## config.mk

```make
export PLATFORM = sky130hd
export DESIGN_NAME = circular_buffer_queue
export DESIGN_NICKNAME = d
export VERILOG_FILES = /design/src/rtl/cbq_pkg.sv /design/src/rtl/cbq_ram.sv /design/src/rtl/circular_buffer_queue.sv
export SDC_FILE = /design/constraint.sdc
export NUM_CORES = 2
export LEC_CHECK = 0
export BUFFER_PORTS_ARGS = -buffer_cell sky130_fd_sc_hd__buf_4
export CORE_MARGIN = 2
export CORE_UTILIZATION = 50
export DETAILED_ROUTE_END_ITERATION = 12
export PLACE_DENSITY = 0.68
export SYNTH_ARGS = -nofsm -noshare
export SYNTH_HDL_FRONTEND = slang
export SYNTH_SLANG_ARGS = --single-unit
```

## constraint.sdc

```tcl
create_clock -name i_clk -period 5.1 [get_ports i_clk]
set_input_delay 1.02 -clock i_clk [delete_from_list [all_inputs] [get_ports i_clk]]
set_output_delay 1.02 -clock i_clk [all_outputs]
set_load 0.03 [all_outputs]
```

## src/rtl/cbq_pkg.sv

```systemverilog
// types, constants and pointer helpers for the circular buffer queue
package cbq_pkg;

    localparam int RING_SLOTS    = 128;
    localparam int ELEMENT_WIDTH = 32;
    localparam int PTR_W         = $clog2(RING_SLOTS);
    localparam int DATA_W        = 32;
    localparam int INDEX_W       = 7;
    localparam int LEN_W         = 7;

    typedef logic [PTR_W-1:0] t_ptr;

    typedef enum logic [1:0] {
        CMD_ENQ    = 2'd0,
        CMD_DEQ    = 2'd1,
        CMD_PEEK   = 2'd2,
        CMD_STATUS = 2'd3
    } t_command;

    typedef enum logic [1:0] {
        ST_OK    = 2'd0,
        ST_FULL  = 2'd1,
        ST_EMPTY = 2'd2,
        ST_RANGE = 2'd3
    } t_status;

    typedef struct packed {
        t_command           command;
        logic [DATA_W-1:0]  data_in;
        logic [INDEX_W-1:0] index;
    } t_cmd_beat;

    typedef struct packed {
        logic [DATA_W-1:0] data_out;
        t_status           status;
        logic [LEN_W-1:0]  length;
        logic              is_empty;
        logic              is_full;
    } t_result_beat;

    function automatic t_ptr ring_next(input t_ptr p);
        if (p == t_ptr'(RING_SLOTS - 1)) begin
            return '0;
        end
        return p + t_ptr'(1);
    endfunction

    function automatic logic [PTR_W:0] ring_length(input t_ptr head, input t_ptr tail);
        if (tail >= head) begin
            return {1'b0, tail} - {1'b0, head};
        end
        return {1'b0, tail} + (PTR_W+1)'(RING_SLOTS) - {1'b0, head};
    endfunction

    function automatic t_ptr ring_offset(input t_ptr head, input logic [INDEX_W-1:0] idx);
        logic [PTR_W+INDEX_W:0] sum;
        sum = (PTR_W+INDEX_W+1)'(head) + (PTR_W+INDEX_W+1)'(idx);
        if (sum >= (PTR_W+INDEX_W+1)'(RING_SLOTS)) begin
            sum = sum - (PTR_W+INDEX_W+1)'(RING_SLOTS);
        end
        return sum[PTR_W-1:0];
    endfunction

endpackage

```

## src/rtl/cbq_ram.sv

```systemverilog
// generic single-write, single-read ram with registered read data
module cbq_ram #(
    parameter int WIDTH = 32,
    parameter int DEPTH = 128
) (
    input  logic                     i_clk,
    input  logic                     i_we,
    input  logic [$clog2(DEPTH)-1:0] i_waddr,
    input  logic [WIDTH-1:0]         i_wdata,
    input  logic [$clog2(DEPTH)-1:0] i_raddr,
    output logic [WIDTH-1:0]         o_rdata
);

    logic [WIDTH-1:0] r_mem [DEPTH];
    logic [WIDTH-1:0] r_rdata;

    always_ff @(posedge i_clk) begin
        if (i_we) begin
            r_mem[i_waddr] <= i_wdata;
        end
        r_rdata <= r_mem[i_raddr];
    end

    assign o_rdata = r_rdata;

endmodule

```

## src/rtl/circular_buffer_queue.sv

```systemverilog
// ring-buffer fifo top level: enqueue, dequeue, peek and status commands
// result: registered strobe, raised in the cycle after the command beat is taken
// throughput: one command per cycle, busy stays low; pointers update at accept
// and the slot ram is written on enqueue before any later read of that slot
// reset: synchronous, clears head and tail pointers and the result strobe
// slot contents are undefined until written; no clearing pass
module circular_buffer_queue
    import cbq_pkg::*;
(
    input  logic         i_clk,
    input  logic         i_rst_n,
    input  logic         start,
    output logic         busy,
    input  t_cmd_beat    i_cmd,
    output logic         o_result_valid,
    output t_result_beat o_result
);

    t_ptr              r_head, r_tail;
    t_ptr              n_head, n_tail;
    logic              r_valid;
    t_status           r_status, n_status;
    logic [LEN_W-1:0]  r_length;
    logic              r_is_empty, r_is_full;
    logic              r_has_data, n_has_data;
    logic              accept;
    logic              full_now, empty_now;
    logic [PTR_W:0]    len_now, len_next;
    logic              wr_en;
    t_ptr              rd_addr;
    logic [ELEMENT_WIDTH-1:0] rd_data;

    assign busy   = 1'b0;
    assign accept = start && !busy;

    assign full_now  = (ring_next(r_tail) == r_head);
    assign empty_now = (r_head == r_tail);
    assign len_now   = ring_length(r_head, r_tail);

    always_comb begin
        n_head     = r_head;
        n_tail     = r_tail;
        n_status   = ST_OK;
        n_has_data = 1'b0;
        wr_en      = 1'b0;
        rd_addr    = r_head;
        unique case (i_cmd.command)
            CMD_ENQ: begin
                if (full_now) begin
                    n_status = ST_FULL;
                end else begin
                    wr_en  = accept;
                    n_tail = ring_next(r_tail);
                end
            end
            CMD_DEQ: begin
                if (empty_now) begin
                    n_status = ST_EMPTY;
                end else begin
                    n_has_data = 1'b1;
                    n_head     = ring_next(r_head);
                end
            end
            CMD_PEEK: begin
                rd_addr = ring_offset(r_head, i_cmd.index);
                if ((PTR_W+INDEX_W+1)'(i_cmd.index) >= (PTR_W+INDEX_W+1)'(len_now)) begin
                    n_status = ST_RANGE;
                end else begin
                    n_has_data = 1'b1;
                end
            end
            CMD_STATUS: begin
            end
            default: begin
            end
        endcase
    end

    assign len_next = ring_length(n_head, n_tail);

    cbq_ram #(
        .WIDTH (ELEMENT_WIDTH),
        .DEPTH (RING_SLOTS)
    ) u_slots (
        .i_clk   (i_clk),
        .i_we    (wr_en),
        .i_waddr (r_tail),
        .i_wdata (i_cmd.data_in[ELEMENT_WIDTH-1:0]),
        .i_raddr (rd_addr),
        .o_rdata (rd_data)
    );

    always_ff @(posedge i_clk) begin
        if (!i_rst_n) begin
            r_head  <= '0;
            r_tail  <= '0;
            r_valid <= 1'b0;
        end else begin
            r_valid <= accept;
            if (accept) begin
                r_head <= n_head;
                r_tail <= n_tail;
            end
        end
        if (accept) begin
            r_status   <= n_status;
            r_has_data <= n_has_data;
            r_length   <= LEN_W'(len_next);
            r_is_empty <= (n_head == n_tail);
            r_is_full  <= (ring_next(n_tail) == n_head);
        end
    end

    assign o_result_valid    = r_valid;
    assign o_result.data_out = r_has_data ? DATA_W'(rd_data) : '0;
    assign o_result.status   = r_status;
    assign o_result.length   = r_length;
    assign o_result.is_empty = r_is_empty;
    assign o_result.is_full  = r_is_full;

endmodule
```

======== Yosys cells after proc, flatten, opt, wreduce, memory -nomap -nowiden ========
Memory sizes are Yosys's and may differ from the RTL's. A register that Yosys moved wholly into a read port is not among the register bits.
Index checks and enable logic that the tools add are counted.
cells by class
  reductions and logical operators ........ 1
  $lt $le $gt $ge ......................... 4
  muxes and demuxes ....................... 40
  equal/unequal tests ..................... 9
  add/subtract/negate cells ............... 11
operator list
  operator                                                  number
  two-way mux 7 bit                                         16
  two-way mux 32 bit                                        1
  adder 7 x 1 -> 7 bit, second input constant               4
  equality test 7 bit                                       4
  equality test 7 bit, second input constant                3
  two-way mux 1 bit                                         17
  two-way mux 8 bit                                         2
  greater-or-equal comparator 7 bit                         2
  subtractor 7 bit                                          2
  adder 7 x 7 -> 8 bit                                      1
  adder 7 x 8 -> 8 bit, second input constant               1
  greater-or-equal comparator 7 x 8 -> 1 bit                1
  greater-or-equal comparator 8 bit, second input constant  1
  subtractor 7 x 7 -> 8 bit                                 1
  subtractor 8 x 7 -> 8 bit                                 1
  subtractor 7 x 1 -> 7 bit, second input constant          1
  one-hot mux 2 bit (3 select lines)                        1
  two-way mux 2 bit                                         2
  equality test 2 x 1 -> 1 bit, second input constant       1
  equality test 2 bit, second input constant                1
  zero test 2 bit                                           1
  one-hot mux 1 bit (2 select lines)                        1
storage, ports and cells
  memories kept ........................... 1
  input bits .............................. 44
  bits in registers ....................... 27
  logic and storage cells ................. 74
  output and inout bits ................... 45
  RAM bits ................................ 4,096
memory list
  memory         depth  bits a word  rd ports  clocked after memory_dff  write ports  line           RTL
  u_slots.r_mem  128    32           1         1                         1            cbq_ram.sv:14  logic [WIDTH-1:0] r_mem [DEPTH];

======== Depth between registers and ports, before layout ========
  depth after elaboration ................. 15
  depth in mapped cells ................... 16
  depth with buffers taken out ............ 15

======== Cells and area by module ========
A second synthesis with hierarchy kept.
unflattened totals
  cell total of the unflattened synthesis .. 6,371
  area, all modules ....................... 159,506.7 um^2
by module, submodules not included
  module                 cells an instance  times used  area each (um^2)  sequential area each (um^2)
  cbq_ram                5,990              1           156,276.1         123,638.6
  circular_buffer_queue  381                1           3,230.6           660.6

======== Worst setup path before layout ========
Ideal clock, no wire load.
  path kind ............................... input to register
  start point ............................. in i_cmd[39] (netlist name)
  end point ............................... mem u_slots.r_mem[52][0], enable pin
  setup time .............................. 421 ps
  buffers on the path ..................... 3
  path slack .............................. 470 ps
  arrival ................................. 4,209 ps
  required time ........................... 4,679 ps
  cell stages on the path ................. 11
  path through ............................ inv_1 > ha_1 > clkbuf_1 > inv_1 > a31o_1 > nand2_1 > and2_1 > clkbuf_1 > nand3_1 > clkbuf_1 > nor2_1
on the way
  cells in the longest elaborated chain, start to end .. 4
ends and longest elaborated chain
  item                                     line                         RTL
  start, declared                          circular_buffer_queue.sv:14  input t_cmd_beat i_cmd,
  zero test 2 bit                          circular_buffer_queue.sv:47  unique case (i_cmd.command)
  two-way mux 1 bit                        circular_buffer_queue.sv:47
  two-way mux 1 bit                        cbq_ram.sv:18                if (i_we) begin
  two-way mux 1 bit (not written as such)  cbq_ram.sv:19                r_mem[i_waddr] <= i_wdata;
  end, declared                            cbq_ram.sv:14
Every way passes these cells.

======== Worst setup path after layout ========
  start point ............................. reg r_head[0]
  end point ............................... reg u_slots.r_rdata[28] (netlist: u_slots.o_rdata[28]), read port of u_slots.r_mem
on the way
  cells in the longest elaborated chain, start to end .. 4
  elaborated cells between the ends (all ways) .. 5
  those cells by class .................... add/sub (2); order compare (1); mux (2)
ends and longest elaborated chain
  item                                                                            line                          RTL
  start, declared                                                                 circular_buffer_queue.sv:19   t_ptr r_head, r_tail;
  start signal, assigned                                                          circular_buffer_queue.sv:101  r_head <= n_head;
  adder 7 x 7 -> 8 bit                                                            cbq_pkg.sv:57                 sum = (PTR_W+INDEX_W+1)'(head) + (PTR_W+INDEX_W+1)'(idx);
  subtractor 7 x 1 -> 7 bit or greater-or-equal comparator 8 bit (tied branches)  cbq_pkg.sv:59, cbq_pkg.sv:58
  two-way mux 7 bit                                                               cbq_pkg.sv:58                 if (sum >= (PTR_W+INDEX_W+1)'(RING_SLOTS)) begin
  two-way mux 7 bit (*)                                                           circular_buffer_queue.sv:47
  end, declared                                                                   cbq_ram.sv:15                 logic [WIDTH-1:0] r_rdata;
Mark *: on every way between the ends. The rest lies on a longest branch, timed or not.
A chain may end at the register's enable or synchronous reset.

==> run metrics <==
Die Area=0.3272 mm²; worst slew pin tran=around 1.3 ns; design area=roughly 0.19 mm²; Final Hold Fails=0; area growth from synthesis to layout=16.77%; Peak VDD IR=just over 0.3 mV; CP startpoint kind=flip-flop; FMAX=214.1 MHz; dpl cells=about 12k; Post-synth ARST share=0%; Placement Setup Slack=-0.3880 ns; Final nets=between 8k and 9k; drt pass-1 iters=8; Ports=around 90; placed cell areas=~0.18 mm²; met1 Use GR=38.00%; Net Count, Synth=7311; routed vias/inst=roughly 6.4; Top FF cell, synth=edfxtp_1; grt peak-use layer=met2; row count=208; remaining antenna violation count after routing=0; status=finished clean; core region area=0.3211 mm²; post-detail-place hpwl=between 200000 and 300000 µm; layout cells sized above 1=32.02%; postcts setup bufs=0; gr usage total=a little over a quarter; drt wl/cell=around 34 µm; port bufs=87; Non-Filler Instances=~13k; total CTS buffers=~400; Detailed Route WL=440900 µm; Worst Path Arrival=roughly 5.6 ns; largest net degree at the start of global routing=129; clock buffer depth=4; die height=~570 µm; post-CTS sizing=0; later-pin clock latency in the skew report=just over 1 ns; Top cell by count, worst path=buf_12; Starting Density=approximately half; H-Tree Depth=5; Pleak=just over 60 nW; fin crit share=between 90% and 100%; vias in the first global route=80.00k; PwrDens=about 390 mW/mm²; initial antenna violation count=53; routed via count=around 82k; Hold WC Path Type=in2reg; Multi-input gate area=approximately 0.036 mm²; WS Path Type=reg2reg; Die Wd=roughly 570 µm; clk_skew=~0.097 ns; CTS hold repair buffers=0; First DRT Iteration DRCs=12.62k; Ys Warns=0; Mapped Cells=~7.2k; RSZ-0062 raised after global routing=no; DR DRC count=0; top-area cell type share of the netlist area=76.48%; final-layout fill cell count=approximately 22k; Critical Path RT=roughly 6 ns; Synth area leader=edfxtp_1; crit-path max cell delay=just under 0.7 ns; Seq/Total Area, Yosys=roughly 77%; first-pass GRT wire length=a little over 600000 µm; met3 Use GR=5.219%; grt met2 use=approximately two fifths; CP endpoint kind=flip-flop; critical path's top delay family=multiplexers; Worst Slack Setup Final=0.4285 ns; synthesis-stage register bit count=about 4.2k; cell at the slowest stage of the critical path=mux4_2; reported max-cap violation count=0; GRT Residual Overflow=0; Synth Cell Area=~0.16 mm²; top-count cell post-synth=edfxtp_1; min cycle time layout=~4.7 ns; Netlist cell types=66; Rel. slew slack=between 10% and 20%; buffers and inverters on the worst path=4; Final setup viols=0; largest cells by area after synthesis=edfxtp_1 76%, mux4_2 15%, mux2i_1 1.6%; clock root cell=clkbuf_16; Sinks on Clock Net=between 4k and 5k; Final Slew Violations=0; EDFF count, synth=about 4k; Post-Syn Area per Cell=22.30 µm²; storage element area=0.1243 mm²; register clock-pin slew on the reported worst setup and hold paths=~0.07 ns; CTS tree=built; commonest cells in the synthesized netlist=4108 x edfxtp_1, 1088 x mux4_2, 280 x a21oi_1, 263 x nor2b_1; GPL Wtd Cong=a little over 0.9; CP max FO=32; cell-by-cell trace of the critical path=ha_1 -> fa_1 -> nand2_1 -> o21ai_4 -> buf_12 -> buf_12 -> buf_12 -> buf_4 -> mux4_2 -> mux2i_1 -> a21oi_1 -> mux4_2 -> mux2_2
-- per-layer routing --
metal  part of all wire, %  vias to the layer above
met3                    11                      711
met2                    47                     5089
met4                   4.3                       10
met1                    38                    43720
li1                      -                    32362
met5                 0.013                        -
-- cells in the final DEF (no fill, tap or decap), types with 17 or more instances in the layout --
cell       count
a211oi_1     261
a21oi_1      280
and2_1        38
buf_12       204
buf_4        672
bufinv_16     30
clkbuf_1     102
clkbuf_16    410
clkinv_1      91
clkinv_2      59
dfxtp_1       47
diode_2       61
edfxtp_1    4108
ha_1          30
inv_1         26
mux2_2        32
mux2i_1      257
mux4_2      1088
nand2_1       48
nand3_1       17
nor2_1        27
nor2_4       128
nor2b_1      262
xnor2_1       25
-- state kept, by name (all words and copies together) (netlist names) --
signal / count
r_length: 7
r_is_full: 1
u_slots.o_rdata: 32
r_head: 7
r_status: 2
o_result_valid: 1
r_has_data: 1
r_tail: 7
r_is_empty: 1
u_slots.r_mem: 4096
-- logic make-up (layout without fill, tap and decap cells) --
| logic type | count (synthesis) | count (layout) | synth area share [%] |
|---|---|---|---|
| AND/OR/NAND/NOR | 574 | 574 | 1.898 |
| buffers and inverters | 448 | 1650 | 1.153 |
| multiplexers | 1381 | 1381 | 17.03 |
| flip-flops | 4155 | 4155 | 77.06 |
| XOR/XNOR | 40 | 40 | 0.2172 |
| other | 1 | 62 | 0.002325 |
| AO/OA/AOI/OAI | 601 | 601 | 2.359 |
| adder cells (fa/ha/maj) | 34 | 34 | 0.2761 |
-- power by group --
| group | internal (W) | total, W | switching, W | leakage [nW] |
|---|---|---|---|---|
| Clock | 0.0165 | 0.0295 | 0.0129 | 6.33 |
| Sequential | 0.0376 | 0.0378 | 0.000220 | 37.3 |
| Combinational | 0.00276 | 0.00667 | 0.00392 | 16.9 |
-- layout make-up --
type	instances	area share, %
Sequential cell	4155	65.99
Inverter	27	0.05381
Clock inverter	224	1.210
Antenna cell	61	0.08104
Multi-Input combinational cell	2631	19.23
Tap cell	4305	2.860
Timing Repair Buffer	878	4.859
Clock buffer	521	5.716
-- path summary, 6_finish.rpt --
| check | to | from | cells after the start | slack, ns |
|---|---|---|---|---|
| setup reg to reg | u_slots.o_rdata[28] | r_head[0] | 13 | 0.43 |
| hold reg to reg | r_tail[1] | r_tail[1] | 3 | 0.66 |
| hold / removal | o_result_valid | i_rst_n | 2 | 0.24 |
| setup / recovery | u_slots.o_rdata[28] | r_head[0] | 13 | 0.43 |
-- per-stage QoR --
step	power (W)	hold slack, ns	utilization [%]	TNS, ns
after floorplan	0.04168	0.5703	-	0
after global placement	0.04508	0.6296	54.54	-3.296
after detailed placement	0.04517	0.6328	54.54	-3.181
after CTS	0.07425	0.1959	58.60	0
after global routing	0.07580	0.2297	58.63	0
final	0.07400	0.2394	58.65	0
Power figures use the tool's default switching activity.
